File: config.mk
export PLATFORM = sky130hd
export DESIGN_NAME = lsb_position_watermark_embed
export DESIGN_NICKNAME = d
export VERILOG_FILES = /design/src/lpwe_pkg.sv /design/src/lsb_position_watermark_embed.sv /design/src/lpwe_hop_ctrl.sv /design/src/lpwe_pcm_scale.sv
export SDC_FILE = /design/constraint.sdc
export NUM_CORES = 1
export LEC_CHECK = 0
export CORE_ASPECT_RATIO = 1.1
export CORE_MARGIN = 2
export CORE_UTILIZATION = 65
export DETAILED_ROUTE_END_ITERATION = 10
export DONT_BUFFER_PORTS = 1
export GPL_TIMING_DRIVEN = 0
export PLACE_DENSITY = 0.82
export SLEW_MARGIN = 10
export SYNTH_ARGS = -nofsm -noshare
export SYNTH_HDL_FRONTEND = slang
export SYNTH_HIERARCHICAL = 1
export SYNTH_SLANG_ARGS = --single-unit
export TNS_END_PERCENT = 100
File: constraint.sdc
create_clock -name clk -period 9.1 [get_ports clk]
set_input_delay 0.91 -clock clk [delete_from_list [all_inputs] [get_ports clk]]
set_output_delay 0.91 -clock clk [all_outputs]
set_load 0.01 [all_outputs]
File: src/lpwe_pkg.sv
// shared types and constants of the lsb position watermark embedder
package lpwe_pkg;

  localparam int unsigned MAX_HOP_DEF = 4096;
  localparam int unsigned MARK_BITS   = 96;
  localparam int unsigned WORD_BITS   = 32;
  localparam int unsigned WORD_COUNT  = 3;
  localparam int unsigned SAMPLE_W    = 24;
  localparam int unsigned PCM_W       = 16;
  localparam int unsigned GAIN_W      = 16;
  localparam int unsigned HOP_LEN_W   = 13;
  localparam int unsigned CFG_DATA_W  = 16;
  localparam int unsigned CFG_IDX_W   = 1;

  localparam logic [GAIN_W-1:0]    GAIN_RESET    = 16'd256;
  localparam logic [HOP_LEN_W-1:0] HOP_LEN_RESET = 13'd512;

  // register indexes of the configuration port
  typedef enum logic [CFG_IDX_W-1:0] {
    REG_GAIN       = 1'b0,
    REG_HOP_LENGTH = 1'b1
  } cfg_reg_t;

  typedef struct packed {
    logic signed [SAMPLE_W-1:0] sample_in;
    logic                       source_present;
    logic [WORD_BITS-1:0]       pos_x;
    logic [WORD_BITS-1:0]       pos_y;
    logic [WORD_BITS-1:0]       pos_z;
  } in_beat_t;

  typedef struct packed {
    logic signed [PCM_W-1:0] sample_out;
    logic                    hop_last;
  } out_beat_t;

  // per-sample decisions made by the hop controller
  typedef struct packed {
    logic has_source;
    logic mark_en;
    logic mark_bit;
    logic hop_last;
  } ctrl_t;

endpackage

File: src/lsb_position_watermark_embed.sv
// top level of the lsb position watermark embedder: config, stage registers, handshake
//
//  channel  direction  signals                          beat
//  in       input      in_valid / in_ready / in_beat    one 24-bit sample, flag, 3 words
//  out      output     out_valid / out_ready / out_beat one 16-bit pcm sample, hop_last
//  cfg      input      cfg_we / cfg_index / cfg_data    one register write, no wait
//
// one beat in and one beat out per cycle while the output is not stalled; each beat passes
// two register stages, the first stage and the result register, and is offered once it
// reaches the result register. the first stage holds the counter decisions, the second the scaled,
// rounded and marked sample (one multiply).
// reset clears the counter, latched words, valid flags and registers to their defaults.
// a stalled output holds its beat and back-pressure reaches in_ready in the same cycle.
module lsb_position_watermark_embed #(
  parameter int unsigned MAX_HOP = lpwe_pkg::MAX_HOP_DEF
) (
  input  logic                                  clk,
  input  logic                                  rst,
  input  logic                                  in_valid,
  output logic                                  in_ready,
  input  lpwe_pkg::in_beat_t                    in_beat,
  output logic                                  out_valid,
  input  logic                                  out_ready,
  output lpwe_pkg::out_beat_t                   out_beat,
  input  logic                                  cfg_we,
  input  logic [lpwe_pkg::CFG_IDX_W-1:0]        cfg_index,
  input  logic [lpwe_pkg::CFG_DATA_W-1:0]       cfg_data
);

  logic [lpwe_pkg::GAIN_W-1:0]          gain;
  logic [lpwe_pkg::HOP_LEN_W-1:0]       hop_length;

  logic                                 accept;
  lpwe_pkg::ctrl_t                      ctrl;

  logic                                 s1_valid;
  logic signed [lpwe_pkg::SAMPLE_W-1:0] s1_sample;
  lpwe_pkg::ctrl_t                      s1_ctrl;
  logic                                 s1_advance;
  logic signed [lpwe_pkg::PCM_W-1:0]    pcm;

  // configuration registers
  always_ff @(posedge clk) begin
    if (rst) begin
      gain       <= lpwe_pkg::GAIN_RESET;
      hop_length <= lpwe_pkg::HOP_LEN_RESET;
    end else if (cfg_we) begin
      unique case (cfg_index)
        lpwe_pkg::REG_GAIN:       gain       <= cfg_data[lpwe_pkg::GAIN_W-1:0];
        lpwe_pkg::REG_HOP_LENGTH: hop_length <= cfg_data[lpwe_pkg::HOP_LEN_W-1:0];
        default:                  ;
      endcase
    end
  end

  // pipeline flow control
  assign s1_advance = !out_valid || out_ready;
  assign in_ready   = !s1_valid || s1_advance;
  assign accept     = in_valid && in_ready;

  lpwe_hop_ctrl #(
    .MAX_HOP (MAX_HOP)
  ) u_hop_ctrl (
    .clk        (clk),
    .rst        (rst),
    .accept     (accept),
    .hop_length (hop_length),
    .in_beat    (in_beat),
    .ctrl       (ctrl)
  );

  // first stage: sample and per-sample decisions
  always_ff @(posedge clk) begin
    if (rst) begin
      s1_valid <= 1'b0;
    end else if (in_ready) begin
      s1_valid <= in_valid;
    end
  end

  always_ff @(posedge clk) begin
    if (accept) begin
      s1_sample <= in_beat.sample_in;
      s1_ctrl   <= ctrl;
    end
  end

  lpwe_pcm_scale u_pcm_scale (
    .sample (s1_sample),
    .gain   (gain),
    .ctrl   (s1_ctrl),
    .pcm    (pcm)
  );

  // result register
  always_ff @(posedge clk) begin
    if (rst) begin
      out_valid <= 1'b0;
    end else if (s1_advance) begin
      out_valid <= s1_valid;
    end
  end

  always_ff @(posedge clk) begin
    if (s1_advance && s1_valid) begin
      out_beat.sample_out <= pcm;
      out_beat.hop_last   <= s1_ctrl.hop_last;
    end
  end

  // no beat is taken while both stages are full and the output stalls
  a_no_overrun: assert property (@(posedge clk) disable iff (rst)
    s1_valid && out_valid && !out_ready |-> !in_ready)
    else $error("input taken while pipeline is full");

  // a first-stage beat moves on as soon as the output frees
  a_s1_moves: assert property (@(posedge clk) disable iff (rst)
    s1_valid && s1_advance |=> out_valid)
    else $error("first stage beat lost");

  // an accepted beat is held in the first stage next cycle
  a_s1_fill: assert property (@(posedge clk) disable iff (rst)
    accept |=> s1_valid)
    else $error("accepted beat not captured");

endmodule

File: src/lpwe_hop_ctrl.sv
// hop position counter, latched position words and watermark bit selection
module lpwe_hop_ctrl #(
  parameter int unsigned MAX_HOP = lpwe_pkg::MAX_HOP_DEF
) (
  input  logic                               clk,
  input  logic                               rst,
  input  logic                               accept,
  input  logic [lpwe_pkg::HOP_LEN_W-1:0]     hop_length,
  input  lpwe_pkg::in_beat_t                 in_beat,
  output lpwe_pkg::ctrl_t                    ctrl
);

  localparam int unsigned IDX_W = $clog2(MAX_HOP);
  localparam int unsigned CNT_W = $clog2(MAX_HOP + 1);
  localparam int unsigned N_W   = (CNT_W > lpwe_pkg::HOP_LEN_W) ? CNT_W : lpwe_pkg::HOP_LEN_W;
  localparam logic [N_W-1:0] N_MIN = N_W'(lpwe_pkg::MARK_BITS);
  localparam logic [N_W-1:0] N_MAX = N_W'(MAX_HOP);
  localparam logic [IDX_W-1:0] MARK_END = IDX_W'(lpwe_pkg::MARK_BITS);

  logic [IDX_W-1:0]                   sample_index;
  logic [IDX_W-1:0]                   sample_index_next;
  logic [lpwe_pkg::WORD_BITS-1:0]     position_words [lpwe_pkg::WORD_COUNT];
  logic                               hop_has_source;

  logic                               hop_start;
  logic [N_W-1:0]                     hop_len_ext;
  logic [N_W-1:0]                     hop_n;
  logic [N_W-1:0]                     idx_plus_one;
  logic [lpwe_pkg::WORD_BITS-1:0]     cur_word;
  logic                               cur_source;

  assign hop_start = (sample_index == '0);

  // hop length clamped to the range the counter supports
  always_comb begin
    hop_len_ext = N_W'(hop_length);
    if (hop_len_ext < N_MIN) begin
      hop_n = N_MIN;
    end else if (hop_len_ext > N_MAX) begin
      hop_n = N_MAX;
    end else begin
      hop_n = hop_len_ext;
    end
  end

  assign idx_plus_one = N_W'(sample_index) + N_W'(1);

  // position word for this sample, fresh from the beat at hop start
  always_comb begin
    cur_source = hop_start ? in_beat.source_present : hop_has_source;
    unique case (sample_index[6:5])
      2'd0:    cur_word = hop_start ? in_beat.pos_x : position_words[0];
      2'd1:    cur_word = hop_start ? in_beat.pos_y : position_words[1];
      default: cur_word = hop_start ? in_beat.pos_z : position_words[2];
    endcase
  end

  always_comb begin
    ctrl.has_source = cur_source;
    ctrl.mark_en    = (sample_index < MARK_END);
    ctrl.mark_bit   = cur_word[sample_index[4:0]];
    ctrl.hop_last   = (idx_plus_one >= hop_n);
    sample_index_next = ctrl.hop_last ? '0 : idx_plus_one[IDX_W-1:0];
  end

  // counter and hop-start latches
  always_ff @(posedge clk) begin
    if (rst) begin
      sample_index      <= '0;
      hop_has_source    <= 1'b0;
      position_words[0] <= '0;
      position_words[1] <= '0;
      position_words[2] <= '0;
    end else if (accept) begin
      sample_index <= sample_index_next;
      if (hop_start) begin
        hop_has_source    <= in_beat.source_present;
        position_words[0] <= in_beat.pos_x;
        position_words[1] <= in_beat.pos_y;
        position_words[2] <= in_beat.pos_z;
      end
    end
  end

  // counter stays below the maximum hop length
  a_index_range: assert property (@(posedge clk) disable iff (rst)
    N_W'(sample_index) < N_MAX)
    else $error("sample index beyond max hop");

  // last sample of a hop wraps the counter
  a_wrap: assert property (@(posedge clk) disable iff (rst)
    accept && ctrl.hop_last |=> sample_index == '0)
    else $error("counter did not wrap after last sample");

  // other samples step the counter by one
  a_step: assert property (@(posedge clk) disable iff (rst)
    accept && !ctrl.hop_last |=> sample_index == IDX_W'($past(sample_index) + IDX_W'(1)))
    else $error("counter did not advance");

endmodule

File: src/lpwe_pcm_scale.sv
// gain scaling, half-up rounding, saturation, lsb insertion and muting without a source
module lpwe_pcm_scale (
  input  logic signed [lpwe_pkg::SAMPLE_W-1:0] sample,
  input  logic [lpwe_pkg::GAIN_W-1:0]          gain,
  input  lpwe_pkg::ctrl_t                      ctrl,
  output logic signed [lpwe_pkg::PCM_W-1:0]    pcm
);

  localparam int unsigned PROD_W = lpwe_pkg::SAMPLE_W + lpwe_pkg::GAIN_W + 1;
  localparam int unsigned Q_W    = PROD_W - 16;
  localparam logic signed [Q_W-1:0] PCM_MAX = Q_W'(32767);
  localparam logic signed [Q_W-1:0] PCM_MIN = -Q_W'(32768);

  logic signed [PROD_W-1:0] prod;
  logic signed [PROD_W-1:0] rounded;
  logic signed [Q_W-1:0]    q;
  logic signed [lpwe_pkg::PCM_W-1:0] sat;

  // exact product, then floor((p + 2^15) / 2^16)
  assign prod    = PROD_W'(sample) * $signed({1'b0, gain});
  assign rounded = prod + PROD_W'(32768);
  assign q       = rounded[PROD_W-1:16];

  always_comb begin
    if (q > PCM_MAX) begin
      sat = 16'sh7FFF;
    end else if (q < PCM_MIN) begin
      sat = -16'sh8000;
    end else begin
      sat = q[lpwe_pkg::PCM_W-1:0];
    end
    if (!ctrl.has_source) begin
      pcm = '0;
    end else if (ctrl.mark_en) begin
      pcm = {sat[lpwe_pkg::PCM_W-1:1], ctrl.mark_bit};
    end else begin
      pcm = sat;
    end
  end

endmodule
# == Word level (Yosys, flattened, before mapping) ==
# Memories as Yosys holds them, arrays and structs flattened.
# Cells that the tools add are included.
# op_classes
add_sub_neg,2
n_mul,1
order_cmp,7
eq_ne,1
mux,22
bitwise,4
reduce_logical,10
# ops
cell,n
$mux W32,6
$pmux W32 S2,1
$add A41 B17 Y41 const B,1
$mul A24 B17 Y41,1
$mux W16,2
$mux W13,2
$gt A25 B16 Y1 const B,1
$lt A25 B16 Y1 const B,1
$add A12 B1 Y13 const B,1
$ge A13 B13 Y1,1
$gt A13 B13 Y1 const B,1
$lt A13 B7 Y1 const B,1
$logic_not A12 Y1,1
$lt A12 B7 Y1 const B,1
$mux W12,1
$mux W1,9
$lt A5 B6 Y1 const B,1
$bmux W1 S5,1
$reduce_and A2 Y1,2
$or A1 B1 Y1,3
$eq A2 B1 Y1 const B,1
$logic_and A1 B1 Y1,2
$logic_not A1 Y1,2
$logic_not A2 Y1,1
2 further kinds,3
# totals
ff_bits,89
ram_bits,96
input_bits,143
out_inout_bits,19
wordCells,61
mem_count,1
# mem_list
name,depth,word_bits,read_ports,rd_ports_with_merged_regs,wr,line,rtl
u_hop_ctrl.position_words,3,32,3,0,3,lpwe_hop_ctrl.sv:22,logic [lpwe_pkg::WORD_BITS-1:0] position_words [lpwe_pkg::WORD_COUNT];

# == Longest topological paths before layout ==
# Gate-level depths: netlist of the first run.
# depth
word_depth,8
mapped_depth,27
mapped_depth_nobuf,24

# == By module ==
# Netlist of the first run, hierarchy kept.
# by_module_without_submodules
module,n_inst,cells_each,area_per_inst_um2,seq_area_each_um2
lpwe_pcm_scale,1,1760,15218.3,0.0
lpwe_hop_ctrl,1,541,5992.0,3143.0
lsb_position_watermark_embed,1,173,2698.8,1971.9

# == Worst setup path after synthesis of the first run ==
# No wires, ideal clock.
# synth_path
path_kind,flip-flop to flip-flop
from,register s1_sample[23] in the netlist's numbering
to,"register out_beat[10] in the netlist's numbering, data pin"
arrival_ns,6.843
required_ns,8.824
path_slack_ns,1.981
stages_incl_launch_ff,23
n_path_buf,2
synth_period_minus_slack_ns,7.119
path_cell_list,edfxtp_1 > clkbuf_1 > nand2_1 > fa_1 > fa_1 > inv_1 > fa_1 > fa_1 > fa_1 > inv_1 > fa_1 > inv_1 > ha_1 > buf_2 > a21oi_1 > o21ai_1 > o211a_1 > a21o_1 > a221oi_1 > xor2_1 > o2111ai_1 > o31ai_4 > o221ai_1
# synth_between
elab_chain_len,5
# synth_lines
element,line,rtl
from (decl),lsb_position_watermark_embed.sv:37,logic signed [lpwe_pkg::SAMPLE_W-1:0] s1_sample;
from (signal assigned),lsb_position_watermark_embed.sv:83,s1_sample <= in_beat.sample_in;
$mul A24 B17 Y41 *,lpwe_pcm_scale.sv:20,"assign prod = PROD_W'(sample) * $signed({1'b0, gain});"
$add A41 B17 Y41 *,lpwe_pcm_scale.sv:21,assign rounded = prod + PROD_W'(32768);
$lt A25 B16 Y1,lpwe_pcm_scale.sv:27,end else if (q < PCM_MIN) begin
$mux W16,lpwe_pcm_scale.sv:27,
$mux W16 *,lpwe_pcm_scale.sv:25,if (q > PCM_MAX) begin
to (decl),lsb_position_watermark_embed.sv:24,"output lpwe_pkg::out_beat_t out_beat,"
# Every way passes the cells marked *; elsewhere a longest branch is shown, timed or not.
# A chain may end at the register's enable or synchronous reset.

# == Worst setup path in the final report of the first run ==
# layout_path
from,register gain[3] in the netlist's numbering
to,"register out_beat[5] in the netlist's numbering, data pin"
# layout_between
elab_chain_len,5
# layout_lines
element,line,rtl
from (decl),lsb_position_watermark_embed.sv:30,logic [lpwe_pkg::GAIN_W-1:0] gain;
from (signal assigned),lsb_position_watermark_embed.sv:45,gain <= lpwe_pkg::GAIN_RESET;
from (signal assigned),lsb_position_watermark_embed.sv:49,lpwe_pkg::REG_GAIN: gain <= cfg_data[lpwe_pkg::GAIN_W-1:0];
$mul A24 B17 Y41 *,lpwe_pcm_scale.sv:20,
$add A41 B17 Y41 *,lpwe_pcm_scale.sv:21,
$lt A25 B16 Y1,lpwe_pcm_scale.sv:27,
$mux W16,lpwe_pcm_scale.sv:27,
$mux W16 *,lpwe_pcm_scale.sv:25,
# Marks and branches as above.

==> out/results.ini, run 1 <==
[sta]
slew_headroom_pct=16.8
hold_violations=0
finalCritPeriodShare_pct=95.9
setup_viol=0
holdWs_ns=0.427
fin_setup_tns_ns=0
grt_setup_unrepaired=no
finClkSkew_ns=0.0143
period_needed_ns=8.73
tightest_slew_ns=1.24
max_freq_mhz=115
drv_slew=0

[die]
io_pins=162
die_y_um=205
core-area_um2=36200
start_util_pct=66.1
die_area_um2=38300
fp-row-count=73
die_w_um=187

[critical_path]
crit_type=reg -> reg
slowest_stage=a311oi_1
regToRegEndpoint=out_beat[5]$_DFFE_PP_
critical-path-max-stage-delay_ns=1.06
cp-startpoint=gain[3]$_SDFFE_PP0P_
rrSetupSlack_ns=0.37
start_kind=flip-flop
worstReg2RegStart=gain[3]$_SDFFE_PP0P_
crit_top_cell=fa_1
arrival_ns=9.03
critPathCapture=out_beat[5]$_DFFE_PP_
cp-end-kind=flip-flop
crit_fanout=10
reg2regPathDepth=20
crit_required_ns=9.40
crit_chain=clkbuf_1, and2_1, fa_1, inv_1, fa_1, fa_1, fa_1, inv_1, fa_1, fa_1, ha_1, a21oi_1, o21ai_0, a311oi_1, o21ai_0, a21oi_1, xor2_1, nor3_1, nand4_1, o211ai_1

[yosys]
synth_nets=3126
synth-seq-area-share_pct=21.4
syn_inst=2474
synth_ff_type=edfxtp_1
yosysWarnings=6
synth_seq_cells=185
syn-cell-area_um2=23900
synth-edff-count=141
async_reset_ff_share_pct=0
synth_cell_types=90
synth.avg_cell_area_um2=9.66

[final_layout]
syn_to_final_growth_pct=5.30
regArea_um2=5110
multi_input_area_um2=16300
fillerInstances=2752
nets=3147
final_common_cell=inv_1
final_cell_mix=inv_1, fa_1, and2_1, nand2_1, edfxtp_1
drive_gt1_share_pct=3.55

[clocking]
cts.htree.levels=4
postCtsSetupRepairBufs=0
cts_root_buf=clkbuf_16
clkTransAtPathRegs_ns=0.08
cts_buffer_depth=2
cts_resized=0
cts-buffers-inserted=17
cts.sinks=185
insertion_delay_ns=0.47
ctsHoldBuffers=0
tritoncts=yes

[drt]
ant_nets=0
dr_wl_met2_mm=31.5
dr.first_iter.drc_count=1368
drtPass1Iterations=6
dr_wl_met3_mm=5.44
wl_mm=63.4
wl_met1_mm=21.8
top_layer=met5
viasPerCell=5.94
wl_per_cell_um=21.1
dr_total_vias=17828
drc=0

[pwr]
seqPwrFrac_pct=21.5
ir_drop_mv=0.257
pwr-share-clk_pct=13.9
p_leak_nw=11.9
p_int_mw=2.71
sw_frac_of_total_pct=49.1
powerDensity_nw_per_um2=211
switchingPower_mw=2.61
p_comb_share_pct=64.6

[global_route]
grt_pass1_wl_mm=100
grt.overflow.total=0
grt_max_degree=61
grt_pass1_vias=19285
grtUsageTotal_pct=34.6
antenna_found_initial=6

[placed_design]
gp_congestion=0.986
portBuffers=0
hpwlAfterDp_mm=51.4

[worst_hold_path]
hp-start=s1_ctrl[0]$_DFFE_PP_
hp-class=reg -> reg

[job]
maxCapViolCount=0

[run_status]
status=completed

==> critical path: cells and delay by family, from the launching register on <==
family	cells	cell delay, ns
compound gates	6	2.60
xor+xnor	1	0.14
fa+ha+maj	7	3.27
buf+inv	3	0.76
flops	1	0.48
simple gates	3	1.32
==> per-stage QoR <==
stage / utilization, % / total power, mW / cell area [um^2] / setup WS (ns) / std cells
after floorplan: - / 3.69 / 23900 / 1.98 / 2474
after global placement: 67.8 / 4.40 / 24500 / 0.744 / 2961
after detailed placement: 68.0 / 4.51 / 24600 / 0.628 / 2963
after CTS: 69.6 / 5.26 / 25200 / 0.589 / 2995
after global routing: 69.6 / 5.77 / 25200 / 0.0524 / 2997
final: 69.6 / 5.32 / 25200 / 0.370 / 2999
==> kinds of logic (layout without fill, tap and decap cells) <==
logic type / Yosys count / in the layout / synth area share (%)
other: 0 / 4 / 0
and+or+nand+nor: 787 / 787 / 18.4
buffers and inverters: 642 / 676 / 10.3
muxes: 70 / 70 / 3.28
xor gates and xnor gates: 37 / 37 / 1.36
DFF: 185 / 185 / 21.4
adders and majority gates: 509 / 509 / 38.4
AOI/OAI and AO/OA: 244 / 244 / 6.82
==> metal layers <==
metal	track usage (%)	vias to the layer above
li1	-	7791
met1	37.5	8865
met2	60.8	923
met3	7.81	245
met4	23.2	4
met5	0	-
==> registers in the layout, indices dropped and copies added (netlist names) <==
name and flops:
out_beat 17, u_hop_ctrl/position_words 96, u_hop_ctrl/hop_has_source 1, s1_valid 1, out_valid 1, u_hop_ctrl/sample_index 12
s1_sample 24, gain 16, s1_ctrl 4, hop_length 13
==> final cells by class <==
type | count | share of cell area, %
multi-input cells | 1647 | 64.9
flip-flops and latches | 185 | 20.3
inverters | 522 | 7.78
well taps | 487 | 2.42
plain buffers | 120 | 2.04
clock buffers | 18 | 1.70
clock inverters | 14 | 0.616
repair buffers | 2 | 0.219
diodes | 4 | 0.0398
==> power groups by stage <==
stage	clock [mW]	sequential (mW)	combinational [mW]
floorplan	0	1.13	2.56
global placement	0	1.16	3.24
detailed placement	0	1.16	3.35
CTS	0.745	1.14	3.37
global route	0.783	1.15	3.84
finish	0.742	1.14	3.44
==> how the worst min path moves through the flow <==
stage | depth (start not counted) | slack (ns) | endpoint
floorplan | 0 | 0.40 | out_beat[0]$_DFFE_PP_
global placement | 0 | 0.41 | out_beat[0]$_DFFE_PP_
detailed placement | 0 | 0.41 | out_beat[0]$_DFFE_PP_
CTS | 0 | 0.43 | out_beat[0]$_DFFE_PP_
global route | 0 | 0.46 | out_beat[0]$_DFFE_PP_
finish | 0 | 0.43 | out_beat[0]$_DFFE_PP_
==> synth_stat cells, types with 5 or more instances <==
| cell type | count | area, um^2 |
|---|---|---|
| o211ai_1 | 7 | 52.6 |
| nand3_1 | 27 | 135 |
| a21o_1 | 16 | 120 |
| inv_1 | 522 | 1960 |
| and3_1 | 16 | 100 |
| o32ai_1 | 5 | 43.8 |
| fa_1 | 376 | 7530 |
| xor2_1 | 14 | 123 |
| ha_1 | 133 | 1660 |
| a221oi_1 | 8 | 70.1 |
| buf_2 | 11 | 55.1 |
| nor3_1 | 13 | 65.1 |
| nand4_1 | 19 | 119 |
| or3_1 | 5 | 31.3 |
| nand2b_1 | 56 | 350 |
| clkbuf_1 | 96 | 360 |
| mux2i_1 | 61 | 611 |
| nand3b_1 | 7 | 52.6 |
| and2_1 | 347 | 2170 |
| nor2_1 | 35 | 131 |
| xnor2_1 | 23 | 201 |
| nor4_1 | 5 | 31.3 |
| a31oi_1 | 8 | 50.1 |
| a311oi_1 | 6 | 52.6 |
| nand2_1 | 212 | 796 |
| o21bai_1 | 9 | 67.6 |
| a211oi_1 | 6 | 45.0 |
| a22oi_1 | 6 | 45.0 |
| edfxtp_1 | 141 | 4230 |
| a211o_1 | 5 | 43.8 |
| o21ai_1 | 5 | 25.0 |
| a21oi_1 | 61 | 305 |
| dfxtp_1 | 44 | 881 |
| nor2b_1 | 9 | 56.3 |
| o21ai_0 | 60 | 300 |
| mux4_2 | 6 | 135 |
Power figures use the tool's default switching activity.
==> inputs of run 2 (changes only) <==
--- a/config.mk
+++ b/config.mk
@@ -6,7 +6,6 @@
 export NUM_CORES = 1
 export LEC_CHECK = 0
 export CORE_ASPECT_RATIO = 1.1
-export CORE_MARGIN = 2
 export CORE_UTILIZATION = 65
 export DETAILED_ROUTE_END_ITERATION = 10
 export DONT_BUFFER_PORTS = 1
==> run 2 against run 1 <==
Total power down 0.62%. Clock skew hardly changed. Largest power group unchanged. Flip-flop and latch count did not move. Cell area down 0.10%.
==> out/results.ini, run 2 (same netlist as run 1, synthesis figures left out) <==
[drt]
drc=0
dr_total_vias=17622
wl_mm=63.0
ant_nets=0
dr.first_iter.drc_count=1545
viasPerCell=5.88
wl_per_cell_um=21.0
drtPass1Iterations=7

[sta]
drv_slew=0
max_freq_mhz=117
setup_viol=0
hold_violations=0
period_needed_ns=8.57
holdWs_ns=0.432
grt_setup_unrepaired=no
tightest_slew_ns=1.11
slew_headroom_pct=25.3
fin_setup_tns_ns=0
finClkSkew_ns=0.0141
finalCritPeriodShare_pct=94.1

[placed_design]
portBuffers=0
hpwlAfterDp_mm=51.2
gp_congestion=0.997

[clocking]
tritoncts=yes
cts-buffers-inserted=17
cts_root_buf=clkbuf_16
postCtsSetupRepairBufs=0
cts_resized=0
cts.sinks=185
cts.htree.levels=4
clkTransAtPathRegs_ns=0.08
insertion_delay_ns=0.46
cts_buffer_depth=2
ctsHoldBuffers=0

[worst_hold_path]
hp-class=reg -> reg

[pwr]
powerDensity_nw_per_um2=210
p_leak_nw=11.9
ir_drop_mv=0.189

[die]
fp-row-count=73
io_pins=162
die_w_um=185
die_y_um=203
start_util_pct=66.1
core-area_um2=36200
die_area_um2=37600

[final_layout]
final_cell_mix=inv_1, fa_1, and2_1, nand2_1, edfxtp_1
final_common_cell=inv_1
fillerInstances=2746
nets=3146
syn_to_final_growth_pct=5.19
largest_register=u_hop_ctrl/position_words
drive_gt1_share_pct=3.51
largest_reg_flops=96
post-route-util_pct=69.5
reg_top3=u_hop_ctrl/position_words (96), s1_sample (24), out_beat (17)

[critical_path]
crit_chain=clkbuf_1, and2_1, fa_1, inv_1, fa_1, fa_1, fa_1, inv_1, fa_1, fa_1, ha_1, a21oi_1, o21ai_0, a311oi_1, o21ai_0, a21oi_1, xor2_1, nor3_1, nand4_1, o221ai_1
slowest_stage=a311oi_1
path_buf_inv=3
critical-path-max-stage-delay_ns=0.94
crit_family=adder cells
cp-end-kind=flip-flop
crit_fanout=10
crit_type=reg -> reg
crit_top_cell=fa_1
start_kind=flip-flop
arrival_ns=8.85
crit_required_ns=9.38

[global_route]
grtUsageTotal_pct=35.9
grt.overflow.total=0
grt_max_degree=57
antenna_found_initial=8
grt_pass1_vias=18830
grt_pass1_wl_mm=100

[job]
maxCapViolCount=0

[run_status]
status=completed

run 2: final timing paths:
kind,startpoint,to,slack [ns],cells after the start
max,gain[3]$_SDFFE_PP0P_,out_beat[4]$_DFFE_PP_,0.53,20
min,s1_ctrl[0]$_DFFE_PP_,out_beat[0]$_DFFE_PP_,0.43,0
max reg2reg,gain[3]$_SDFFE_PP0P_,out_beat[4]$_DFFE_PP_,0.53,20
min reg2reg,s1_ctrl[0]$_DFFE_PP_,out_beat[0]$_DFFE_PP_,0.43,0
run 2: cell type report:
cell class | instances | area, um^2 | area share (%)
flip-flops and latches | 185 | 5110 | 20.3
diodes | 5 | 12.5 | 0.0497
clock buffers | 20 | 458 | 1.82
clock inverters | 12 | 124 | 0.493
multi-input cells | 1647 | 16300 | 64.9
well taps | 487 | 609 | 2.42
repair buffers | 1 | 27.5 | 0.109
plain buffers | 120 | 514 | 2.04
inverters | 522 | 1960 | 7.79
run 2: report_power, final:
part           leakage [nW]  internal [mW]  switching (mW)
Sequential             1.83           1.07          0.0767
Combinational          9.74           1.27            2.14
Clock                 0.283          0.380           0.355
Total                  11.9           2.72            2.57
run 2: per-layer routing:
layer | global-route usage [%] | up-vias | part of all wire [%]
li1 | - | 7784 | -
met5 | 0 | - | 0.071
met1 | 40.8 | 8708 | 35
met3 | 6.93 | 229 | 7.8
met4 | 22.7 | 6 | 6.9
met2 | 61.9 | 895 | 50
run 2: through the flow:
stage	power, mW	std cells	cell area [um^2]	worst slack (ns)
finish	5.29	2999	25200	0.534
floorplan	3.69	2474	23900	1.98
detailed placement	4.50	2962	24600	0.722
global placement	4.39	2961	24500	0.848
global route	5.74	2996	25100	0.121
CTS	5.25	2994	25100	0.683
==> inputs of run 3 (changes only) <==
--- a/config.mk
+++ b/config.mk
@@ -10,7 +10,7 @@
 export DETAILED_ROUTE_END_ITERATION = 10
 export DONT_BUFFER_PORTS = 1
 export GPL_TIMING_DRIVEN = 0
-export PLACE_DENSITY = 0.82
+export PLACE_DENSITY_LB_ADDON = 0.25
 export SLEW_MARGIN = 10
 export SYNTH_ARGS = -nofsm -noshare
 export SYNTH_HDL_FRONTEND = slang
==> run 3 against run 2 <==
Core utilization rose by 0.16 points. Non-clock buffer count unchanged. Sequential share of layout area barely moved. Worst hold slack better by 0.022 ns. Clock-buffer cell count decreased by 3. Combinational power about the same. Critical path type unchanged. Largest cell class unchanged. Highest routed layer unchanged.
==> out/results.ini, run 3 (same netlist as run 1, synthesis figures left out) <==
[run_status]
status=completed

[clocking]
clkTransAtPathRegs_ns=0.08
insertion_delay_ns=0.46
cts_root_buf=clkbuf_16
cts_resized=0
postCtsSetupRepairBufs=0
cts-buffers-inserted=17
cts.htree.levels=4
cts.sinks=185
tritoncts=yes
ctsHoldBuffers=0
cts_buffer_depth=2

[critical_path]
crit_type=reg -> reg
critical-path-max-stage-delay_ns=1.02
slowest_stage=a311oi_1
crit_chain=clkbuf_1, and2_1, fa_1, inv_1, fa_1, fa_1, fa_1, inv_1, fa_1, fa_1, ha_1, a21oi_1, o21ai_0, a311oi_1, o21ai_0, a21oi_1, xor2_1, nor3_1, nand4_1, o221ai_1
crit_fanout=10
arrival_ns=8.97
start_kind=flip-flop
crit_top_cell=fa_1
crit_required_ns=9.38
cp-end-kind=flip-flop

[final_layout]
multi_input_area_um2=16300
drive_gt1_share_pct=3.55
regArea_um2=5110
largest_register=u_hop_ctrl/position_words
fillerInstances=2769
reg_top3=u_hop_ctrl/position_words (96), s1_sample (24), out_beat (17)
nets=3146
final_cell_mix=inv_1, fa_1, and2_1, nand2_1, edfxtp_1
final_common_cell=inv_1
largest_reg_flops=96
syn_to_final_growth_pct=5.44

[drt]
drc=0
ant_nets=0
viasPerCell=5.90
drtPass1Iterations=5
wl_per_cell_um=20.8
dr.first_iter.drc_count=1475
wl_mm=62.2
dr_total_vias=17687

[sta]
hold_violations=0
grt_setup_unrepaired=no
tightest_slew_ns=1.21
drv_slew=0
worst_slack_ns=0.406
fin_setup_tns_ns=0
max_freq_mhz=115
slew_headroom_pct=19.1
finalCritPeriodShare_pct=95.5
period_needed_ns=8.69
finClkSkew_ns=0.0184
holdWs_ns=0.454
setup_viol=0

[placed_design]
portBuffers=0
place_ws_ns=0.747
hpwlAfterDp_mm=50.7
gp_congestion=0.995

[global_route]
grt_max_degree=52
grtUsageTotal_pct=35.4
antenna_found_initial=5
grt_pass1_wl_mm=99.2
grt.overflow.total=0
grt_pass1_vias=18861

[die]
start_util_pct=66.1
die_y_um=203
die_w_um=185
io_pins=162
fp-row-count=73
core-area_um2=36200
die_area_um2=37600

[pwr]
pwr-share-clk_pct=14.9
p_comb_share_pct=63.8
ir_drop_mv=0.283
powerDensity_nw_per_um2=212
total_power_mw=5.35
p_leak_nw=11.9
p_int_mw=2.74
seqPwrFrac_pct=21.3
switchingPower_mw=2.61
sw_frac_of_total_pct=48.8

[worst_hold_path]
hp-class=reg -> reg

[job]
maxCapViolCount=0

run 3: layout make-up:
cell class | count | share of cell area [%]
multi-input combinational | 1647 | 64.8
timing repair buffer | 1 | 0.0794
clock buffer | 17 | 1.69
tap | 487 | 2.42
inverter | 522 | 7.77
antenna | 4 | 0.0397
clock inverter | 15 | 0.898
sequential | 185 | 20.3
buffer | 120 | 2.04
run 3: path summary, 6_finish.rpt:
path,from,to,slack [ns],cells after the start
worst max-delay path,s1_sample[7]$_DFFE_PP_,out_beat[4]$_DFFE_PP_,0.41,20
worst min-delay path,s1_ctrl[0]$_DFFE_PP_,out_beat[0]$_DFFE_PP_,0.45,0
worst max register to register,s1_sample[7]$_DFFE_PP_,out_beat[4]$_DFFE_PP_,0.41,20
worst min register to register,s1_ctrl[0]$_DFFE_PP_,out_beat[0]$_DFFE_PP_,0.45,0
run 3: layer usage:
metal,wire length [um],GRT usage [%]
met1,22000,40.4
met5,11,0
met4,4690,25.2
met2,30300,59.6
met3,5170,6.80
run 3: critical path: cells and delay by family, from the launching register on:
family | cells | cell delay, ns
adder cells (fa/ha/maj) | 7 | 3.29
AO/OA/AOI/OAI | 6 | 2.54
AND/OR/NAND/NOR | 3 | 1.36
buffers and inverters | 3 | 0.61
flip-flops | 1 | 0.57
XOR/XNOR | 1 | 0.14
run 3: power by group through the flow:
| stage | registers (mW) | clock network, mW | logic (mW) |
|---|---|---|---|
| final | 1.14 | 0.800 | 3.41 |
| after global routing | 1.15 | 0.836 | 3.83 |
| after CTS | 1.14 | 0.807 | 3.35 |
| after detailed placement | 1.16 | 0 | 3.33 |
| after global placement | 1.16 | 0 | 3.23 |
| after floorplan | 1.13 | 0 | 2.56 |
run 3: stage by stage:
step                      cell area (um^2)  utilization [%]  std cells
after floorplan                      23900                -       2474
after global placement               24500             67.8       2961
after detailed placement             24500             67.9       2962
after CTS                            25200             69.7       2994
after global routing                 25200             69.7       2995
final                                25200             69.7       2998
